## src/hdl/owbm_pkg.sv

```systemverilog
// owbm_pkg: types, codes and slot timing constants of the single-wire bus master.
// Used by every module under hdl but owbm_fifo; depends on nothing.
package owbm_pkg;

    // Queue depths (front to back, back to result port)
    localparam int QUEUE_DEPTH = 2;
    localparam int OUT_DEPTH   = 2;

    // Slot timing in microseconds, standard speed
    localparam logic [8:0] T_RST_LOW     = 9'd480;
    localparam logic [8:0] T_RST_SAMPLE  = 9'd80;
    localparam logic [8:0] T_RST_WAIT    = 9'd400;
    localparam logic [8:0] T_W1_LOW      = 9'd15;
    localparam logic [8:0] T_W1_REL      = 9'd45;
    localparam logic [8:0] T_W0_LOW      = 9'd60;
    localparam logic [8:0] T_RD_LOW      = 9'd4;
    localparam logic [8:0] T_RD_SAMPLE   = 9'd8;
    localparam logic [8:0] T_RD_RECOVER  = 9'd48;
    localparam logic [8:0] T_ONE         = 9'd1;

    localparam logic [3:0] BITS_BYTE = 4'd8;
    localparam logic [3:0] BITS_ONE  = 4'd1;

    typedef enum logic [2:0] {
        OP_TICK  = 3'd0,
        OP_RESET = 3'd1,
        OP_WBIT  = 3'd2,
        OP_RBIT  = 3'd3,
        OP_WBYTE = 3'd4,
        OP_RBYTE = 3'd5
    } t_op;

    typedef enum logic [2:0] {
        PH_IDLE    = 3'd0,
        PH_LOW     = 3'd1,
        PH_SAMPLE  = 3'd2,
        PH_RECOVER = 3'd3,
        PH_GAP     = 3'd4
    } t_phase;

    // Item class as decided by the front end
    typedef enum logic [1:0] {
        CLS_TICK = 2'd0,
        CLS_CMD  = 2'd1,
        CLS_NOP  = 2'd2
    } t_cls;

    typedef struct packed {
        logic [2:0] opcode;
        logic [7:0] data_byte;
        logic       line_level;
    } t_item;

    typedef struct packed {
        t_cls       kind;
        t_op        op;
        logic [7:0] data_byte;
        logic       line_level;
    } t_cls_item;

    typedef struct packed {
        logic       drive_low;
        logic       busy_res;
        logic       done_res;
        logic [7:0] read_value;
        logic       sampled_bit;
    } t_result;

    // Length of the low phase of a slot
    function automatic logic [8:0] low_time(input t_op kind, input logic [7:0] shift);
        if (kind == OP_RESET) begin
            return T_RST_LOW;
        end else if (kind == OP_RBIT || kind == OP_RBYTE) begin
            return T_RD_LOW;
        end else if (shift[0]) begin
            return T_W1_LOW;
        end
        return T_W0_LOW;
    endfunction

endpackage

```

## src/hdl/one_wire_bus_master_core.sv

```systemverilog
// one_wire_bus_master_core: standard-speed single-wire bus master, top level.
// Depends on owbm_pkg, owbm_front, owbm_fifo, owbm_back.
//
//  channel   handshake        payload            direction
//  -------   --------------   ----------------   ---------
//  item in   push / full      i_item  (t_item)   in
//  result    pop  / empty     o_result (t_result) out
//
// Cycles: one item per clock sustained, in and out, while pop is held high.
// An item taken into the front queue is stepped by the sequencer once the
// result queue has room; its result is then on o_result (both queues read
// through), from where it can be popped.
// Each sequencer step handles one tick against the slot timer, or one command or no-op.
// Reset: synchronous, active low; both queues empty, bus released, idle.
// Stalls: with pop low the result queue fills, the sequencer holds, the
// front queue fills and full rises; a stall drops no items.
module one_wire_bus_master_core #(
    parameter int QUEUE_DEPTH = owbm_pkg::QUEUE_DEPTH,
    parameter int OUT_DEPTH   = owbm_pkg::OUT_DEPTH
) (
    input  logic              i_clk,
    input  logic              i_rst_n,
    input  logic              push,
    input  owbm_pkg::t_item   i_item,
    output logic              full,
    input  logic              pop,
    output logic              empty,
    output owbm_pkg::t_result o_result
);
    import owbm_pkg::*;

    // front to queue
    logic      w_q_push;
    logic      w_q_full;
    t_cls_item w_q_in;

    // queue to sequencer
    logic      w_q_empty;
    logic      w_q_take;
    t_cls_item w_q_out;

    // sequencer to result queue
    logic      w_out_push;
    logic      w_out_full;
    t_result   w_res;

    owbm_front u_front (
        .push     (push),
        .i_item   (i_item),
        .full     (full),
        .i_q_full (w_q_full),
        .o_q_push (w_q_push),
        .o_q_item (w_q_in)
    );

    // decoupling queue between classification and the slot sequencer
    owbm_fifo #(
        .WIDTH ($bits(t_cls_item)),
        .DEPTH (QUEUE_DEPTH)
    ) u_queue (
        .i_clk   (i_clk),
        .i_rst_n (i_rst_n),
        .i_push  (w_q_push),
        .i_data  (w_q_in),
        .o_full  (w_q_full),
        .i_pop   (w_q_take),
        .o_data  (w_q_out),
        .o_empty (w_q_empty)
    );

    owbm_back u_back (
        .i_clk      (i_clk),
        .i_rst_n    (i_rst_n),
        .i_valid    (!w_q_empty),
        .i_item     (w_q_out),
        .o_take     (w_q_take),
        .i_out_full (w_out_full),
        .o_out_push (w_out_push),
        .o_result   (w_res)
    );

    // result queue: parts the sequencer from the consumer
    owbm_fifo #(
        .WIDTH ($bits(t_result)),
        .DEPTH (OUT_DEPTH)
    ) u_out (
        .i_clk   (i_clk),
        .i_rst_n (i_rst_n),
        .i_push  (w_out_push),
        .i_data  (w_res),
        .o_full  (w_out_full),
        .i_pop   (pop),
        .o_data  (o_result),
        .o_empty (empty)
    );

endmodule

```

## src/hdl/owbm_fifo.sv

```systemverilog
// owbm_fifo: small register queue with push/full and pop/empty sides.
// Generic width and depth; no package dependency.
module owbm_fifo #(
    parameter int WIDTH = 8,
    parameter int DEPTH = 2
) (
    input  logic             i_clk,
    input  logic             i_rst_n,
    input  logic             i_push,
    input  logic [WIDTH-1:0] i_data,
    output logic             o_full,
    input  logic             i_pop,
    output logic [WIDTH-1:0] o_data,
    output logic             o_empty
);
    localparam int AW = (DEPTH > 1) ? $clog2(DEPTH) : 1;
    localparam int CW = $clog2(DEPTH + 1);

    logic [WIDTH-1:0] r_mem [DEPTH];
    logic [AW-1:0]    r_wr_ptr, n_wr_ptr;
    logic [AW-1:0]    r_rd_ptr, n_rd_ptr;
    logic [CW-1:0]    r_count,  n_count;
    logic             w_push, w_pop;

    assign o_full  = (r_count == CW'(DEPTH));
    assign o_empty = (r_count == '0);
    assign o_data  = r_mem[r_rd_ptr];
    assign w_push  = i_push && !o_full;
    assign w_pop   = i_pop && !o_empty;

    always_comb begin
        n_wr_ptr = r_wr_ptr;
        n_rd_ptr = r_rd_ptr;
        n_count  = r_count;
        if (w_push) begin
            n_wr_ptr = (r_wr_ptr == AW'(DEPTH - 1)) ? '0 : r_wr_ptr + AW'(1);
        end
        if (w_pop) begin
            n_rd_ptr = (r_rd_ptr == AW'(DEPTH - 1)) ? '0 : r_rd_ptr + AW'(1);
        end
        if (w_push && !w_pop) begin
            n_count = r_count + CW'(1);
        end else if (w_pop && !w_push) begin
            n_count = r_count - CW'(1);
        end
    end

    always_ff @(posedge i_clk) begin
        if (!i_rst_n) begin
            r_wr_ptr <= '0;
            r_rd_ptr <= '0;
            r_count  <= '0;
        end else begin
            r_wr_ptr <= n_wr_ptr;
            r_rd_ptr <= n_rd_ptr;
            r_count  <= n_count;
        end
    end

    always_ff @(posedge i_clk) begin
        if (w_push) begin
            r_mem[r_wr_ptr] <= i_data;
        end
    end

    a_count_range: assert property (@(posedge i_clk) disable iff (!i_rst_n)
        r_count <= CW'(DEPTH))
        else $error("fifo count beyond depth");

endmodule

```

## src/hdl/owbm_front.sv

```systemverilog
// owbm_front: accepts input items and classifies them as tick, command or no-op.
// Depends on owbm_pkg.
module owbm_front (
    input  logic                 push,
    input  owbm_pkg::t_item      i_item,
    output logic                 full,
    input  logic                 i_q_full,
    output logic                 o_q_push,
    output owbm_pkg::t_cls_item  o_q_item
);
    import owbm_pkg::*;

    assign full     = i_q_full;
    assign o_q_push = push && !i_q_full;

    always_comb begin
        o_q_item.data_byte  = i_item.data_byte;
        o_q_item.line_level = i_item.line_level;
        o_q_item.op         = t_op'(i_item.opcode);
        if (i_item.opcode == OP_TICK) begin
            o_q_item.kind = CLS_TICK;
        end else if (i_item.opcode <= OP_RBYTE) begin
            o_q_item.kind = CLS_CMD;
        end else begin
            // opcodes six and seven are dropped like a command while busy
            o_q_item.kind = CLS_NOP;
            o_q_item.op   = OP_TICK;
        end
    end

endmodule

```

## src/hdl/owbm_back.sv

```systemverilog
// owbm_back: slot sequencer; runs one classified item per cycle and emits its result
// while the result queue has room. Depends on owbm_pkg.
module owbm_back (
    input  logic                 i_clk,
    input  logic                 i_rst_n,
    input  logic                 i_valid,
    input  owbm_pkg::t_cls_item  i_item,
    output logic                 o_take,
    input  logic                 i_out_full,
    output logic                 o_out_push,
    output owbm_pkg::t_result    o_result
);
    import owbm_pkg::*;

    t_phase     r_phase, n_phase;
    logic [8:0] r_timer, n_timer;
    t_op        r_kind,  n_kind;
    logic [7:0] r_shift, n_shift;
    logic [3:0] r_bits,  n_bits;
    logic       r_sample, n_sample;

    logic       w_step;
    logic       w_done;
    logic       w_end;
    logic       w_is_read;
    logic       w_is_write;
    logic [7:0] w_cmd_shift;
    logic [3:0] w_end_bits;

    assign w_step     = i_valid && !i_out_full;
    assign o_take     = w_step;
    assign o_out_push = w_step;
    assign w_is_read  = (r_kind == OP_RBIT) || (r_kind == OP_RBYTE);
    assign w_is_write = (r_kind == OP_WBIT) || (r_kind == OP_WBYTE);
    assign w_end_bits = r_bits - 4'd1;

    always_comb begin
        unique case (i_item.op)
            OP_WBIT:  w_cmd_shift = {7'd0, i_item.data_byte[0]};
            OP_WBYTE: w_cmd_shift = i_item.data_byte;
            default:  w_cmd_shift = 8'd0;
        endcase
    end

    always_comb begin
        n_phase  = r_phase;
        n_timer  = r_timer;
        n_kind   = r_kind;
        n_shift  = r_shift;
        n_bits   = r_bits;
        n_sample = r_sample;
        w_done   = 1'b0;
        w_end    = 1'b0;
        if (w_step) begin
            unique case (i_item.kind)
                CLS_TICK: begin
                    if (r_phase != PH_IDLE) begin
                        if (r_timer > T_ONE) begin
                            n_timer = r_timer - T_ONE;
                        end else begin
                            unique case (r_phase)
                                PH_LOW: begin
                                    if (r_kind == OP_RESET) begin
                                        n_phase = PH_SAMPLE;
                                        n_timer = T_RST_SAMPLE;
                                    end else if (w_is_read) begin
                                        n_phase = PH_SAMPLE;
                                        n_timer = T_RD_SAMPLE;
                                    end else if (r_shift[0]) begin
                                        n_phase = PH_RECOVER;
                                        n_timer = T_W1_REL;
                                    end else begin
                                        w_end = 1'b1;
                                    end
                                end
                                PH_SAMPLE: begin
                                    n_sample = i_item.line_level;
                                    if (w_is_read) begin
                                        n_shift = {i_item.line_level, r_shift[7:1]};
                                    end
                                    n_phase = PH_RECOVER;
                                    n_timer = (r_kind == OP_RESET) ? T_RST_WAIT : T_RD_RECOVER;
                                end
                                PH_RECOVER: begin
                                    w_end = 1'b1;
                                end
                                PH_GAP: begin
                                    n_phase = PH_LOW;
                                    n_timer = low_time(r_kind, r_shift);
                                end
                                default: begin
                                    n_phase = PH_IDLE;
                                    n_timer = '0;
                                end
                            endcase
                        end
                    end
                end
                CLS_CMD: begin
                    if (r_phase == PH_IDLE) begin
                        n_kind   = i_item.op;
                        n_sample = 1'b0;
                        n_shift  = w_cmd_shift;
                        n_bits   = (i_item.op == OP_WBYTE || i_item.op == OP_RBYTE) ?
                                   BITS_BYTE : BITS_ONE;
                        n_phase  = PH_LOW;
                        n_timer  = low_time(i_item.op, w_cmd_shift);
                    end
                end
                default: begin
                end
            endcase
            // end of a slot: next bit after a released gap, or command complete
            if (w_end) begin
                if (w_is_write) begin
                    n_shift = {1'b0, r_shift[7:1]};
                end
                n_bits = w_end_bits;
                if (w_end_bits == 4'd0) begin
                    n_phase = PH_IDLE;
                    n_timer = '0;
                    w_done  = 1'b1;
                end else begin
                    n_phase = PH_GAP;
                    n_timer = T_ONE;
                end
            end
        end

        o_result.drive_low   = (n_phase == PH_LOW);
        o_result.busy_res    = (n_phase != PH_IDLE);
        o_result.done_res    = w_done;
        o_result.read_value  = (w_done && n_kind == OP_RBYTE) ? n_shift : 8'd0;
        o_result.sampled_bit = (w_done && (n_kind == OP_RESET || n_kind == OP_RBIT ||
                                           n_kind == OP_RBYTE)) ? n_sample : 1'b0;
    end

    always_ff @(posedge i_clk) begin
        if (!i_rst_n) begin
            r_phase  <= PH_IDLE;
            r_timer  <= '0;
            r_kind   <= OP_TICK;
            r_shift  <= '0;
            r_bits   <= '0;
            r_sample <= 1'b0;
        end else begin
            r_phase  <= n_phase;
            r_timer  <= n_timer;
            r_kind   <= n_kind;
            r_shift  <= n_shift;
            r_bits   <= n_bits;
            r_sample <= n_sample;
        end
    end

    a_done_idle: assert property (@(posedge i_clk) disable iff (!i_rst_n)
        w_step && w_done |=> r_phase == PH_IDLE)
        else $error("command completed but sequencer not idle");

    a_timer_live: assert property (@(posedge i_clk) disable iff (!i_rst_n)
        r_phase != PH_IDLE |-> r_timer != 9'd0)
        else $error("slot timer zero while busy");

    a_bits_range: assert property (@(posedge i_clk) disable iff (!i_rst_n)
        r_phase != PH_IDLE |-> (r_bits != 4'd0 && r_bits <= BITS_BYTE))
        else $error("bit count out of range while busy");

    a_stall_hold: assert property (@(posedge i_clk) disable iff (!i_rst_n)
        !w_step |=> $stable(r_phase) && $stable(r_timer))
        else $error("sequencer moved without taking an item");

endmodule
```

## config.mk

```make
export PLATFORM = sky130hd
export DESIGN_NAME = one_wire_bus_master_core
export DESIGN_NICKNAME = d
export VERILOG_FILES = /design/src/hdl/owbm_pkg.sv /design/src/hdl/one_wire_bus_master_core.sv /design/src/hdl/owbm_fifo.sv /design/src/hdl/owbm_front.sv /design/src/hdl/owbm_back.sv
export SDC_FILE = /design/constraint.sdc
export NUM_CORES = 1
export LEC_CHECK = 0
export ABC_AREA = 0
export ABC_CLOCK_PERIOD_IN_PS = 2400
export BUFFER_PORTS_ARGS = -buffer_cell sky130_fd_sc_hd__buf_4
export CORE_MARGIN = 3
export CORE_UTILIZATION = 44
export CTS_CLUSTER_DIAMETER = 100
export CTS_CLUSTER_SIZE = 8
export DETAILED_ROUTE_END_ITERATION = 7
export PLACE_DENSITY = 0.75
export SYNTH_ARGS = -nofsm -noshare
export SYNTH_HDL_FRONTEND = slang
export SYNTH_SLANG_ARGS = --single-unit
```

## constraint.sdc

```tcl
create_clock -name i_clk -period 2.4 [get_ports i_clk]
set_input_delay 0.36 -clock i_clk [delete_from_list [all_inputs] [get_ports i_clk]]
set_output_delay 0.36 -clock i_clk [all_outputs]
set_load 0.005 [all_outputs]
```

### After elaboration in Yosys (flattened, before gate mapping)

Memory sizes are Yosys's and may differ from the RTL's. A register that Yosys moved wholly into a read port is not among the register bits.
Index checks and enable logic that the tools add are counted.

| operators by class | value |
|---|---|
| $add $sub $neg | 10 |
| $lt $le $gt $ge | 2 |
| equality and inequality tests | 25 |
| mux-type cells | 100 |
| reductions and logical operators | 41 |

Operators with widths:

| operator | number |
|---|---|
| two-way mux 9 bit | 16 |
| two-way mux 8 bit | 9 |
| two-way mux 1 bit | 43 |
| two-way mux 3 bit | 14 |
| one-hot mux 9 bit (4 select lines) | 1 |
| one-hot mux 8 bit (2 select lines) | 2 |
| == test 3 x 2 -> 1 bit (second input constant) | 7 |
| == test 3 bit (second input constant) | 6 |
| one-hot mux 9 bit (2 select lines) | 1 |
| two-way mux 4 bit | 4 |
| == test 3 x 1 -> 1 bit (second input constant) | 5 |
| logical AND 1 bit | 12 |
| two-way mux 2 bit | 6 |
| one-hot mux 3 bit (4 select lines) | 1 |
| > comparator 9 x 1 -> 1 bit (second input constant) | 1 |
| nonzero test 3 bit | 3 |
| subtractor 9 x 1 -> 9 bit (second input constant) | 1 |
| zero test 1 bit | 8 |
| nonzero test 2 bit | 4 |
| inequality test 7 x 2 -> 1 bit (second input constant) | 1 |
| zero test 2 bit | 3 |
| zero test 3 bit | 2 |
| logical OR 1 bit | 6 |
| inequality test 3 x 1 -> 1 bit (second input constant) | 2 |
| 13 further kinds | 20 |

| storage, ports and cells | value |
|---|---|
| register bits | 36 |
| bits in writable memories | 52 |
| output and inout bits | 14 |
| memories kept | 2 |

Memory list:

| memory | depth | width | rd ports | clocked after memory_dff | wr ports | RTL line | text |
|---|---|---|---|---|---|---|---|
| u_queue.r_mem | 2 | 14 | 1 | 1 | 1 | owbm_fifo.sv:19 | `logic [WIDTH-1:0] r_mem [DEPTH];` |
| u_out.r_mem | 2 | 12 | 1 | 1 | 1 | owbm_fifo.sv:19 |  |

### Longest topological paths before layout

Gate-level depths: netlist of run 1.

| logic depth | value |
|---|---|
| depth after elaboration | 15 |
| gate-level depth with buffers | 10 |
| gate-level depth less buffers | 8 |

### Modules after synthesis

From an unflattened synthesis of run 1, not the netlist that was laid out.

| second synthesis, totals | value |
|---|---|
| cells, all modules | 485 |
| area, all modules | 4883.4 µm² |

By module, submodules not included:

| module | instances | cells an instance | area each (µm²) | seq. area each (µm²) |
|---|---|---|---|---|
| owbm_back | 1 | 337 | 2426.1 | 560.5 |
| owbm_fifo at u_queue | 1 | 68 | 1237.4 | 940.9 |
| owbm_fifo at u_out | 1 | 62 | 1094.8 | 820.8 |
| owbm_front | 1 | 17 | 121.4 | 0.0 |
| one_wire_bus_master_core | 1 | 1 | 3.8 | 0.0 |

### Least setup slack after synthesis of run 1

OpenSTA, ideal clock, no wires.

| timing | value |
|---|---|
| path type | flip-flop to flip-flop |
| from | register u_back.r_timer[2] |
| to | memory u_out.r_mem[0][10] in the netlist's numbering (data pin) |
| library setup time | 271 ps |
| arrival time | 2279 ps |
| data required time | 2129 ps |
| setup slack | -149 ps |
| stages on the path, launching flop included | 8 |
| path buffers | 1 |
| cells stage by stage | dfxtp_1 -> or4_4 -> nor4_4 -> buf_4 -> nand2_1 -> a211oi_1 -> o2bb2ai_1 -> or3b_1 |

RTL lines:

| what | RTL line | text |
|---|---|---|
| from (decl) | owbm_back.sv:16 | `logic [8:0] r_timer, n_timer;` |
| from (signal assigned) | owbm_back.sv:148 | `r_timer <= n_timer;` |
| to (decl) | owbm_fifo.sv:19 |  |

==> metrics.log, run 1 <==
[metrics] run status: complete, but fails checks
[metrics] violated checks: setup timing
[metrics] share of synthesized area occupied by flip-flops and latches: 0.481
[metrics] antenna diode count: 0
[metrics] arrival time reported for the critical path endpoint: 2.74 ns
[metrics] total CTS buffers: 9
[metrics] total number of yosys warnings: 0
[metrics] number of synthesized register bits: 90
[metrics] DR iter-0 viols: 430
[metrics] Final Hold Viols: 0
[metrics] async set or reset register ratio after synthesis: 0
[metrics] count of fill cells added during filler insertion: 865
[metrics] switching component of the power: 3.67 mW
[metrics] Rows: 37
[metrics] core region area: 0.0105 mm2
[metrics] areal power density over the cells: approximately 1400 mW/mm2
[metrics] minimum clock period after layout: ~2.5 ns
[metrics] total I/O pin count: 30
[metrics] number of clock sinks: 90
[metrics] WL per Instance: roughly 18 um
[metrics] maximum net fanout on the critical path: 5
[metrics] post-cts hold buffer count: 0
[metrics] cell count after placement: 679
[metrics] level count of the clock H-tree: 3
[metrics] drt drc: 0
[metrics] slew margin rel.: 0.551
[metrics] global routing usage summed across all routing layers: 0.194
[metrics] average via count per standard cell: 5.96
[metrics] CP Data Required Time: 2.62 ns
[metrics] Mapped Nets: 511
[metrics] gate count after technology mapping: 489
[metrics] top flip-flop cell by instance count after synthesis: sky130_fd_sc_hd__edfxtp_1
[metrics] hold slack: 0.159 ns
[metrics] switching part of the total: 0.429
[metrics] post-route antenna net violation count: 0
[metrics] setup repair after global routing missed its margin: true
[metrics] detailed-route wire length: approximately 13 mm
[metrics] type of element launching the critical path: flop
[metrics] vias in the first global route: roughly 4000
[metrics] worst hold path class: input pin to flop
[metrics] Worst-path clk slew: 0.10 ns
[metrics] number of distinct library cells after synthesis: 66
[metrics] class of the most critical setup path: flop to flop
[metrics] global route hottest layer: met2
[metrics] antenna violations before repair: 0
[metrics] Worst Tran Pin Value: between 0.6 and 0.7 ns
[metrics] fraction of layout cells with a size suffix above 1: 0.310
[metrics] maximum number of pins on one net before global-route repair: 31
[metrics] number of max-capacitance violations reported: 0
[metrics] Final Worst Setup Slack: -0.120 ns
[metrics] global-route track usage on met3: 0.0393
[metrics] Die X: 111 um
[metrics] clock tree from TritonCTS: built
[metrics] highest clock rate: a little under 400 MHz
[metrics] number of vias after detailed routing: between 4000 and 5000
[metrics] final standard cell count with taps included and fillers excluded: 700
[metrics] Logic pwr share: 0.593
[metrics] final worst clock skew: 0.0190 ns
[metrics] leading cell type in the layout, fill and taps excluded: sky130_fd_sc_hd__buf_4
[metrics] cell-internal power: 4.89 mW
[metrics] Synth Area per Inst: 9.87 um2
[metrics] part of the total power dissipated in the clock network: 0.129
[metrics] Layout Area Growth over Synthesis: 24.2%
[metrics] total number of nets in the final design: 581
[metrics] initial core utilization: 0.459
[metrics] final max-slew violation count: 0
[metrics] sequential fraction of design power: 0.278
[metrics] Setup violations, final: 20
[metrics] leading cell types in the layout, fill and taps excluded: sky130_fd_sc_hd__buf_4 (81), sky130_fd_sc_hd__nor2_1 (53), sky130_fd_sc_hd__edfxtp_1 (52)
[metrics] clock insertion delay at the later pin of the skew report: 0.39 ns
[metrics] Lkg Pwr: 2.24 nW
[metrics] buffer type at the clock tree root: sky130_fd_sc_hd__clkbuf_8
[metrics] number of search-and-repair iterations in the first detailed-routing pass: 7
[metrics] half-perimeter wire length after placement: 8.66 mm
[metrics] global-route wire length before repair: 19.5 mm
[metrics] portion of the clock cycle consumed by the worst path in the final layout: 1.05
[metrics] R2R setup slack: -0.12 ns
[metrics] peak supply drop: 639 uV
[metrics] die outline height: 111 um
[metrics] number of enable-type register cells in the synthesized netlist: between 50 and 60
[metrics] placer's final routability congestion estimate: approximately 0.9
[metrics] met1 usage: 0.255
[metrics] full die area: 0.0123 mm2
[metrics] Worst Setup End Kind: flop
[metrics] remaining global-route overflow: 0
[metrics] total of buffers placed on input and output ports: 29
[metrics] grt met2 use: 0.311
[metrics] Max Root-Sink Buffers: 2
[metrics] netlist area before placement: a little under 0.005 mm2
[routing by layer]
| layer | part of all wire | routed length [um] | vias up |
|---|---|---|---|
| li1 | - | - | 1959 |
| met1 | 0.42 | 5220 | 1968 |
| met2 | 0.48 | 6040 | 203 |
| met3 | 0.073 | 923 | 42 |
| met4 | 0.030 | 379 | 0 |
| met5 | 0 | 0 | - |
[power groups by stage]
stage | logic, mW | clock network, mW | registers [mW]
2_1_floorplan | 2.86 | 0 | 2.32
3_3_place_gp | 4.05 | 0 | 2.38
3_5_place_dp | 4.16 | 0 | 2.40
4_1_cts | 4.18 | 1.12 | 2.37
5_1_grt | 5.42 | 1.18 | 2.43
6_report | 5.08 | 1.11 | 2.38
[cell usage after synthesis, drive strengths merged, types with 5 or more instances]
library cell | count | area share
nor2 | 56 | 0.044
edfxtp | 52 | 0.32
dfxtp | 38 | 0.16
o21ai | 33 | 0.034
a21oi | 26 | 0.027
nand2 | 22 | 0.017
clkbuf | 20 | 0.016
mux2 | 16 | 0.037
inv | 15 | 0.012
mux2i | 14 | 0.029
nor3 | 14 | 0.015
nand3 | 12 | 0.012
nor2b | 11 | 0.014
xor2 | 11 | 0.020
and3 | 8 | 0.010
or3 | 8 | 0.010
xnor2 | 8 | 0.015
buf | 7 | 0.0080
a311oi | 6 | 0.011
a31oi | 6 | 0.0078
and2 | 6 | 0.0078
ha | 6 | 0.016
nand2b | 6 | 0.0078
nor4 | 6 | 0.012
o211ai | 6 | 0.0093
o22ai | 6 | 0.0078
o311ai | 6 | 0.011
or2 | 6 | 0.0078
a211oi | 5 | 0.0078
nor3b | 5 | 0.0078
[worst max-delay path, cell delays in order (launching register included)]
cell	delay (ns)
sky130_fd_sc_hd__dfxtp_1	0.32
sky130_fd_sc_hd__or4_4	0.57
sky130_fd_sc_hd__or4_4	0.63
sky130_fd_sc_hd__nor2_2	0.16
sky130_fd_sc_hd__a311oi_1	0.11
sky130_fd_sc_hd__or3_1	0.39
sky130_fd_sc_hd__a21oi_2	0.18
[repair_timing]
| item | 4_1_cts | 5_1_grt |
|---|---|---|
| resized for setup | 3 | 53 |
| pin swaps | 1 | 21 |
| endpoints found under the hold margin | 0 | 0 |
| cloned | 0 | 2 |
| setup endpoints to repair | 12 | 29 |
| setup buffers | 0 | 3 |
[state kept, by name, summed over array words and instances, names as in the netlist, named ones only]
signal and flops:
u_queue.r_rd_ptr 1, u_back.r_timer 9, u_queue.r_wr_ptr 1, u_out.r_mem 24
u_back.r_sample 1, u_queue.r_count 2, u_back.r_bits 4, u_back.r_shift 8
u_out.r_count 2, u_back.r_kind 3, u_out.r_rd_ptr 1, u_back.r_phase 3
u_out.r_wr_ptr 1, u_queue.r_mem 28
[path summary, 6_finish.rpt]
check	startpoint	end	depth (start not counted)
setup reg to reg	u_back.r_timer[2]	u_out.r_mem[1][5]	6
hold reg to reg	u_back.r_timer[8]	u_back.r_timer[8]	2
setup / recovery	u_back.r_timer[2]	u_out.r_mem[1][5]	6
hold / removal	i_item[1]	u_queue.r_mem[1][1]	1
[stage by stage]
step	power [mW]	area, um2	setup TNS (ns)	setup WS, ns	utilization
finish	8.57	5990	-0.992	-0.120	0.570
floorplan	5.18	4850	0	0.000915	-
global placement	6.43	5520	-0.0329	-0.00637	0.525
CTS	7.67	5730	-0.457	-0.0741	0.545
global route	9.03	5990	-3.00	-0.237	0.570
detailed placement	6.57	5520	-0.561	-0.119	0.525
[final cells by class]
type                    instances  area (um2)  share of cell area
multi-input cells             358        2570               0.430
flip-flops and latches         90        2320               0.387
repair buffers                 85         662               0.110
well taps                     136         170              0.0284
clock buffers                   9         124              0.0207
clock inverters                 7        83.8              0.0140
inverters                      15        56.3             0.00939
[logic make-up after synthesis]
kind of cell	synth area share
buffers and inverters	0.0353
adders and majority gates	0.0156
muxes	0.0664
AOI/OAI and AO/OA	0.176
DFF	0.481
and+or+nand+nor	0.192
xor gates and xnor gates	0.0345
(Power assumes the default switching activity.)
==> run 2: changes to the inputs <==
Settings changed: RECOVER_POWER set to 25.
==> metrics.log, run 2 (same netlist as run 1, synthesis figures left out) <==
[metrics] Worst Tran Pin Value: roughly 0.67 ns
[metrics] Worst-path clk slew: ~0.10 ns
[metrics] drt drc: 0
[metrics] type of element launching the critical path: flop
[metrics] Setup violations, final: 21
[metrics] detailed-route wire length: 12.6 mm
[metrics] slew margin rel.: 0.555
[metrics] post-route antenna net violation count: 0
[metrics] vias in the first global route: 3955
[metrics] Post-Route Setup TNS: -1.02 ns
[metrics] total I/O pin count: 30
[metrics] cell at the slowest stage of the critical path: sky130_fd_sc_hd__or4_4
[metrics] WL per Instance: between 15 and 20 um
[metrics] die outline height: 111 um
[metrics] remaining global-route overflow: 0
[metrics] maximum number of pins on one net before global-route repair: 31
[metrics] full die area: 0.0123 mm2
[metrics] leading cell type in the layout, fill and taps excluded: sky130_fd_sc_hd__buf_4
[metrics] slowest cell delay on critical path: 0.63 ns
[metrics] Die X: 111 um
[metrics] Worst Setup End Kind: flop
[metrics] total non-filler cell area in the finished layout: 0.00598 mm2
[metrics] total of buffers placed on input and output ports: 29
[metrics] highest clock rate: 395 MHz
[metrics] arrival time reported for the critical path endpoint: 2.76 ns
[metrics] number of vias after detailed routing: 4169
[metrics] leading cell types in the layout, fill and taps excluded: sky130_fd_sc_hd__buf_4 (70), sky130_fd_sc_hd__nor2_1 (53), sky130_fd_sc_hd__edfxtp_1 (52)
[metrics] final standard cell count with taps included and fillers excluded: 700
[metrics] Rows: 37
[metrics] number of flip-flops in the largest register: 28
[metrics] post-cts hold buffer count: 0
[metrics] portion of the clock cycle consumed by the worst path in the final layout: 1.06
[metrics] cell count after placement: 679
[metrics] worst-path cell chain: or4_4 > or4_4 > nor2_2 > a311oi_1 > or3_1 > a21oi_2
[metrics] worst hold path class: input pin to flop
[metrics] initial core utilization: 0.459
[metrics] register containing the most flip-flops in the final layout: u_queue.r_mem
[metrics] number of clock sinks: 90
[metrics] Max Root-Sink Buffers: 2
[metrics] final worst clock skew: 0.0190 ns
[metrics] placer's final routability congestion estimate: 0.921
[metrics] core region area: 0.0105 mm2
[metrics] WHS Endpoint: u_queue.r_mem[0][4]
[metrics] global routing usage summed across all routing layers: 0.194
[metrics] number of max-capacitance violations reported: 0
[metrics] kind of cell with the highest combined delay on the critical path: simple AND/OR/NAND/NOR gates
[metrics] largest registers in the final layout: u_queue.r_mem (28), u_out.r_mem (24), u_back.r_timer (9)
[metrics] areal power density over the cells: 1440 mW/mm2
[metrics] maximum net fanout on the critical path: 5
[metrics] Lkg Pwr: 2.22 nW
[metrics] R2R setup slack: -0.13 ns
[metrics] CP Buf/Inv Count: 0
[metrics] Layout Area Growth over Synthesis: 23.9%
[metrics] depth of the worst register-to-register path: 6
[metrics] total design power: 8.60 mW
[metrics] average via count per standard cell: approximately 6
[metrics] setup repair after global routing missed its margin: true
[metrics] CP Data Required Time: 2.63 ns
[metrics] Post-Place Cell Area: 0.00552 mm2
[metrics] DR iter-0 viols: 458
[metrics] clock tree from TritonCTS: built
[metrics] global-route wire length before repair: 19.5 mm
[metrics] antenna violations before repair: 0
[metrics] total CTS buffers: 9
[metrics] Final Worst Setup Slack: -0.134 ns
[metrics] class of the most critical setup path: flop to flop
[metrics] half-perimeter wire length after placement: 8.66 mm
[metrics] buffer type at the clock tree root: sky130_fd_sc_hd__clkbuf_8
[metrics] total number of nets in the final design: between 500 and 600
[metrics] Final Hold Viols: 0
[metrics] peak supply drop: 638 uV
[metrics] worst reg2reg startpoint: u_back.r_timer[2]
[metrics] fraction of layout cells with a size suffix above 1: 0.303
[metrics] violated checks: setup timing
[metrics] hold-critical path depth: 1
[metrics] antenna diode count: 0
[metrics] hold path startpoint: i_item[4]
[metrics] final max-slew violation count: 0
[metrics] run status: complete, but fails checks
[metrics] minimum clock period after layout: 2.53 ns
[metrics] level count of the clock H-tree: 3
[metrics] clock insertion delay at the later pin of the skew report: between 0.3 and 0.4 ns
[metrics] worst reg2reg endpoint: u_out.r_mem[1][5]
[metrics] Critical Path Most Common Cell: sky130_fd_sc_hd__or4_4
[metrics] number of search-and-repair iterations in the first detailed-routing pass: 5
-- run 2: what timing repair did --
| action | in CTS | in global routing |
|---|---|---|
| cloned | 0 | 2 |
| buffers inserted | 0 | 3 |
| pin swaps | 1 | 21 |
| resized for setup | 3 | 53 |
| setup endpoints to repair | 12 | 29 |
| endpoints found under the hold margin | 0 | 0 |
-- run 2: power breakdown --
part / switching, mW / internal, mW
clock: 0.610 / 0.499
sequential: 0.285 / 2.09
combinational: 2.81 / 2.30
-- run 2: metrics by stage --
step	worst slack, ns	hold slack (ns)	utilization
finish	-0.134	0.181	0.569
global placement	-0.00637	0.450	0.525
global route	-0.237	0.174	0.569
detailed placement	-0.119	0.472	0.525
floorplan	0.000915	0.440	-
CTS	-0.0741	0.152	0.545
-- run 2: cell type report --
class,count,area (um2)
well taps,136,170
flip-flops and latches,90,2320
repair buffers,85,647
clock inverters,7,83.8
clock buffers,9,124
multi-input cells,358,2570
fillers,870,4530
inverters,15,56.3
-- run 2: metal layers --
layer  vias to the layer above  routed length [um]  track usage
met3                        40                 864       0.0393
met4                         0                 381       0.0821
met1                      1955                5350        0.255
met5                         -                   0            0
met2                       216                6040        0.311
li1                       1958                   -            -
-- run 2: worst max path at each step --
stage                     cells past startpoint  slack, ns                 to                  from
after global placement                        6     -0.006  u_out.r_mem[0][4]     u_back.r_timer[5]
final                                         6      -0.13  u_out.r_mem[1][5]     u_back.r_timer[2]
after detailed placement                      6      -0.12  u_out.r_mem[0][5]  u_queue.r_mem[0][10]
after floorplan                               8     0.0009  u_out.r_mem[0][1]     u_back.r_timer[5]
after CTS                                     6      -0.07  u_out.r_mem[1][3]     u_back.r_timer[5]
after global routing                          6      -0.24  u_out.r_mem[1][4]     u_back.r_timer[2]
==> run 3: changes to the inputs <==
Settings changed: CELL_PAD_IN_SITES_DETAIL_PLACEMENT set to 0, CELL_PAD_IN_SITES_GLOBAL_PLACEMENT set to 1, CORE_UTILIZATION 44 to 43, PLACE_DENSITY 0.75 to 0.88.
==> metrics.log, run 3 (same netlist as run 1, synthesis figures left out) <==
[metrics] CP Data Required Time: around 2.6 ns
[metrics] areal power density over the cells: 1350 mW/mm2
[metrics] average via count per standard cell: 5.83
[metrics] drt drc: 0
[metrics] total number of nets in the final design: 570
[metrics] number of clock sinks: 90
[metrics] R2R setup slack: -0.02 ns
[metrics] die outline height: roughly 110 um
[metrics] full die area: 0.0125 mm2
[metrics] highest clock rate: 413 MHz
[metrics] number of vias after detailed routing: 4038
[metrics] Final Worst Setup Slack: -0.0227 ns
[metrics] worst hold path class: input pin to flop
[metrics] number of max-capacitance violations reported: 0
[metrics] Max Root-Sink Buffers: 2
[metrics] slew margin rel.: 0.480
[metrics] cell count after placement: roughly 670
[metrics] antenna violations before repair: 0
[metrics] run status: complete, but fails checks
[metrics] minimum clock period after layout: 2.42 ns
[metrics] Die X: between 100 and 150 um
[metrics] total of buffers placed on input and output ports: 29
[metrics] number of flip-flops in the largest register: 28
[metrics] Worst-path clk slew: 0.09 ns
[metrics] half-perimeter wire length after placement: about 8.6 mm
[metrics] leading cell type in the layout, fill and taps excluded: sky130_fd_sc_hd__buf_4
[metrics] placer's final routability congestion estimate: about 0.9
[metrics] portion of the clock cycle consumed by the worst path in the final layout: 1.01
[metrics] setup repair after global routing missed its margin: true
[metrics] class of the most critical setup path: flop to flop
[metrics] Final Hold Viols: 0
[metrics] global-route wire length before repair: 19.5 mm
[metrics] Worst Tran Pin Value: 0.780 ns
[metrics] initial core utilization: 0.443
[metrics] Worst Setup End Kind: flop
[metrics] number of search-and-repair iterations in the first detailed-routing pass: 5
[metrics] hold slack: 0.197 ns
[metrics] total CTS buffers: 9
[metrics] detailed-route wire length: 11.8 mm
[metrics] global routing usage summed across all routing layers: 0.190
[metrics] maximum net fanout on the critical path: 8
[metrics] antenna diode count: 0
[metrics] core region area: 0.0109 mm2
[metrics] DP Worst Slack: -0.122 ns
[metrics] clock tree from TritonCTS: built
[metrics] largest registers in the final layout: u_queue.r_mem (28), u_out.r_mem (24), u_back.r_timer (9)
[metrics] final max-slew violation count: 0
[metrics] remaining global-route overflow: 0
[metrics] total I/O pin count: 30
[metrics] DR iter-0 viols: 223
[metrics] register containing the most flip-flops in the final layout: u_queue.r_mem
[metrics] clock insertion delay at the later pin of the skew report: 0.37 ns
[metrics] leading cell types in the layout, fill and taps excluded: sky130_fd_sc_hd__buf_4 (60), sky130_fd_sc_hd__nor2_1 (54), sky130_fd_sc_hd__edfxtp_1 (52)
[metrics] Rows: 38
[metrics] fraction of layout cells with a size suffix above 1: 0.269
[metrics] WL per Instance: 17.0 um
[metrics] Setup violations, final: 9
[metrics] Lkg Pwr: 2.14 nW
[metrics] vias in the first global route: 3934
[metrics] Layout Area Growth over Synthesis: 20.4%
[metrics] arrival time reported for the critical path endpoint: 2.64 ns
[metrics] Post-Route Setup TNS: -0.142 ns
[metrics] post-route antenna net violation count: 0
[metrics] maximum number of pins on one net before global-route repair: 31
[metrics] violated checks: setup timing
[metrics] buffer type at the clock tree root: sky130_fd_sc_hd__clkbuf_8
[metrics] level count of the clock H-tree: 3
[metrics] post-cts hold buffer count: 0
[metrics] final worst clock skew: between 0.01 and 0.015 ns
[metrics] final standard cell count with taps included and fillers excluded: 693
[metrics] peak supply drop: approximately 660 uV
[metrics] type of element launching the critical path: flop
[run 3: changes by cell type in the layout (fill, tap and decap cells not counted), moves of 2 or more]
cell	before	now
sky130_fd_sc_hd__buf_4	70	60
sky130_fd_sc_hd__a21oi_2	8	5
sky130_fd_sc_hd__a21oi_1	18	20
sky130_fd_sc_hd__clkbuf_1	4	6
sky130_fd_sc_hd__dfxtp_1	38	36
sky130_fd_sc_hd__dfxtp_2	0	2
sky130_fd_sc_hd__nor3_1	9	11
sky130_fd_sc_hd__nor3_2	5	3
sky130_fd_sc_hd__o21ai_2	3	1
[run 3: layer usage]
layer / routed length [um] / track usage / vias to the layer above
li1: - / - / 1948
met1: 5280 / 0.257 / 1924
met2: 5580 / 0.315 / 151
met3: 716 / 0.0283 / 15
met4: 182 / 0.0601 / 0
met5: 0 / 0 / -
[run 3: worst max-delay path, cell delays in order, from the launching register on]
cell	delay, ns
sky130_fd_sc_hd__dfxtp_2	0.33
sky130_fd_sc_hd__or4_4	0.57
sky130_fd_sc_hd__or4_4	0.53
sky130_fd_sc_hd__nor3_2	0.20
sky130_fd_sc_hd__a311oi_1	0.07
sky130_fd_sc_hd__or3_1	0.41
sky130_fd_sc_hd__a21oi_2	0.17
[run 3: path summary, 6_finish.rpt]
path                         end  depth (start not counted)               from
max            u_out.r_mem[0][4]                          6  u_back.r_timer[5]
max reg2reg    u_out.r_mem[0][4]                          6  u_back.r_timer[5]
min reg2reg    u_back.r_timer[8]                          2  u_back.r_timer[8]
min          u_queue.r_mem[1][8]                          1          i_item[8]
[run 3: cell type report]
cell class,instances,area (um2)
Inverter,15,56.3
Clock buffer,10,128
Tap cell,140,175
Timing Repair Buffer,75,552
Clock inverter,6,67.6
Sequential cell,90,2320
Multi-Input combinational cell,357,2510
Fill cell,955,5080
[run 3: timing repair]
action | 4_1_cts | 5_1_grt
buffers inserted | 1 | 3
resized for setup | 11 | 32
endpoints found under the setup margin | 23 | 27
pin swaps | 1 | 7
cloned | 0 | 0
[run 3: metrics by stage]
step | cell area (um2) | total power, mW | util
after floorplan | 4850 | 5.18 | -
after global placement | 5430 | 6.31 | 0.499
after detailed placement | 5430 | 6.40 | 0.499
after CTS | 5670 | 7.51 | 0.520
after global routing | 5810 | 8.41 | 0.534
final | 5810 | 7.87 | 0.534
[run 3: power breakdown]
group,total [mW],switching [mW],internal [mW]
clock,1.03,0.540,0.485
combinational,4.46,2.47,1.99
sequential,2.38,0.278,2.10
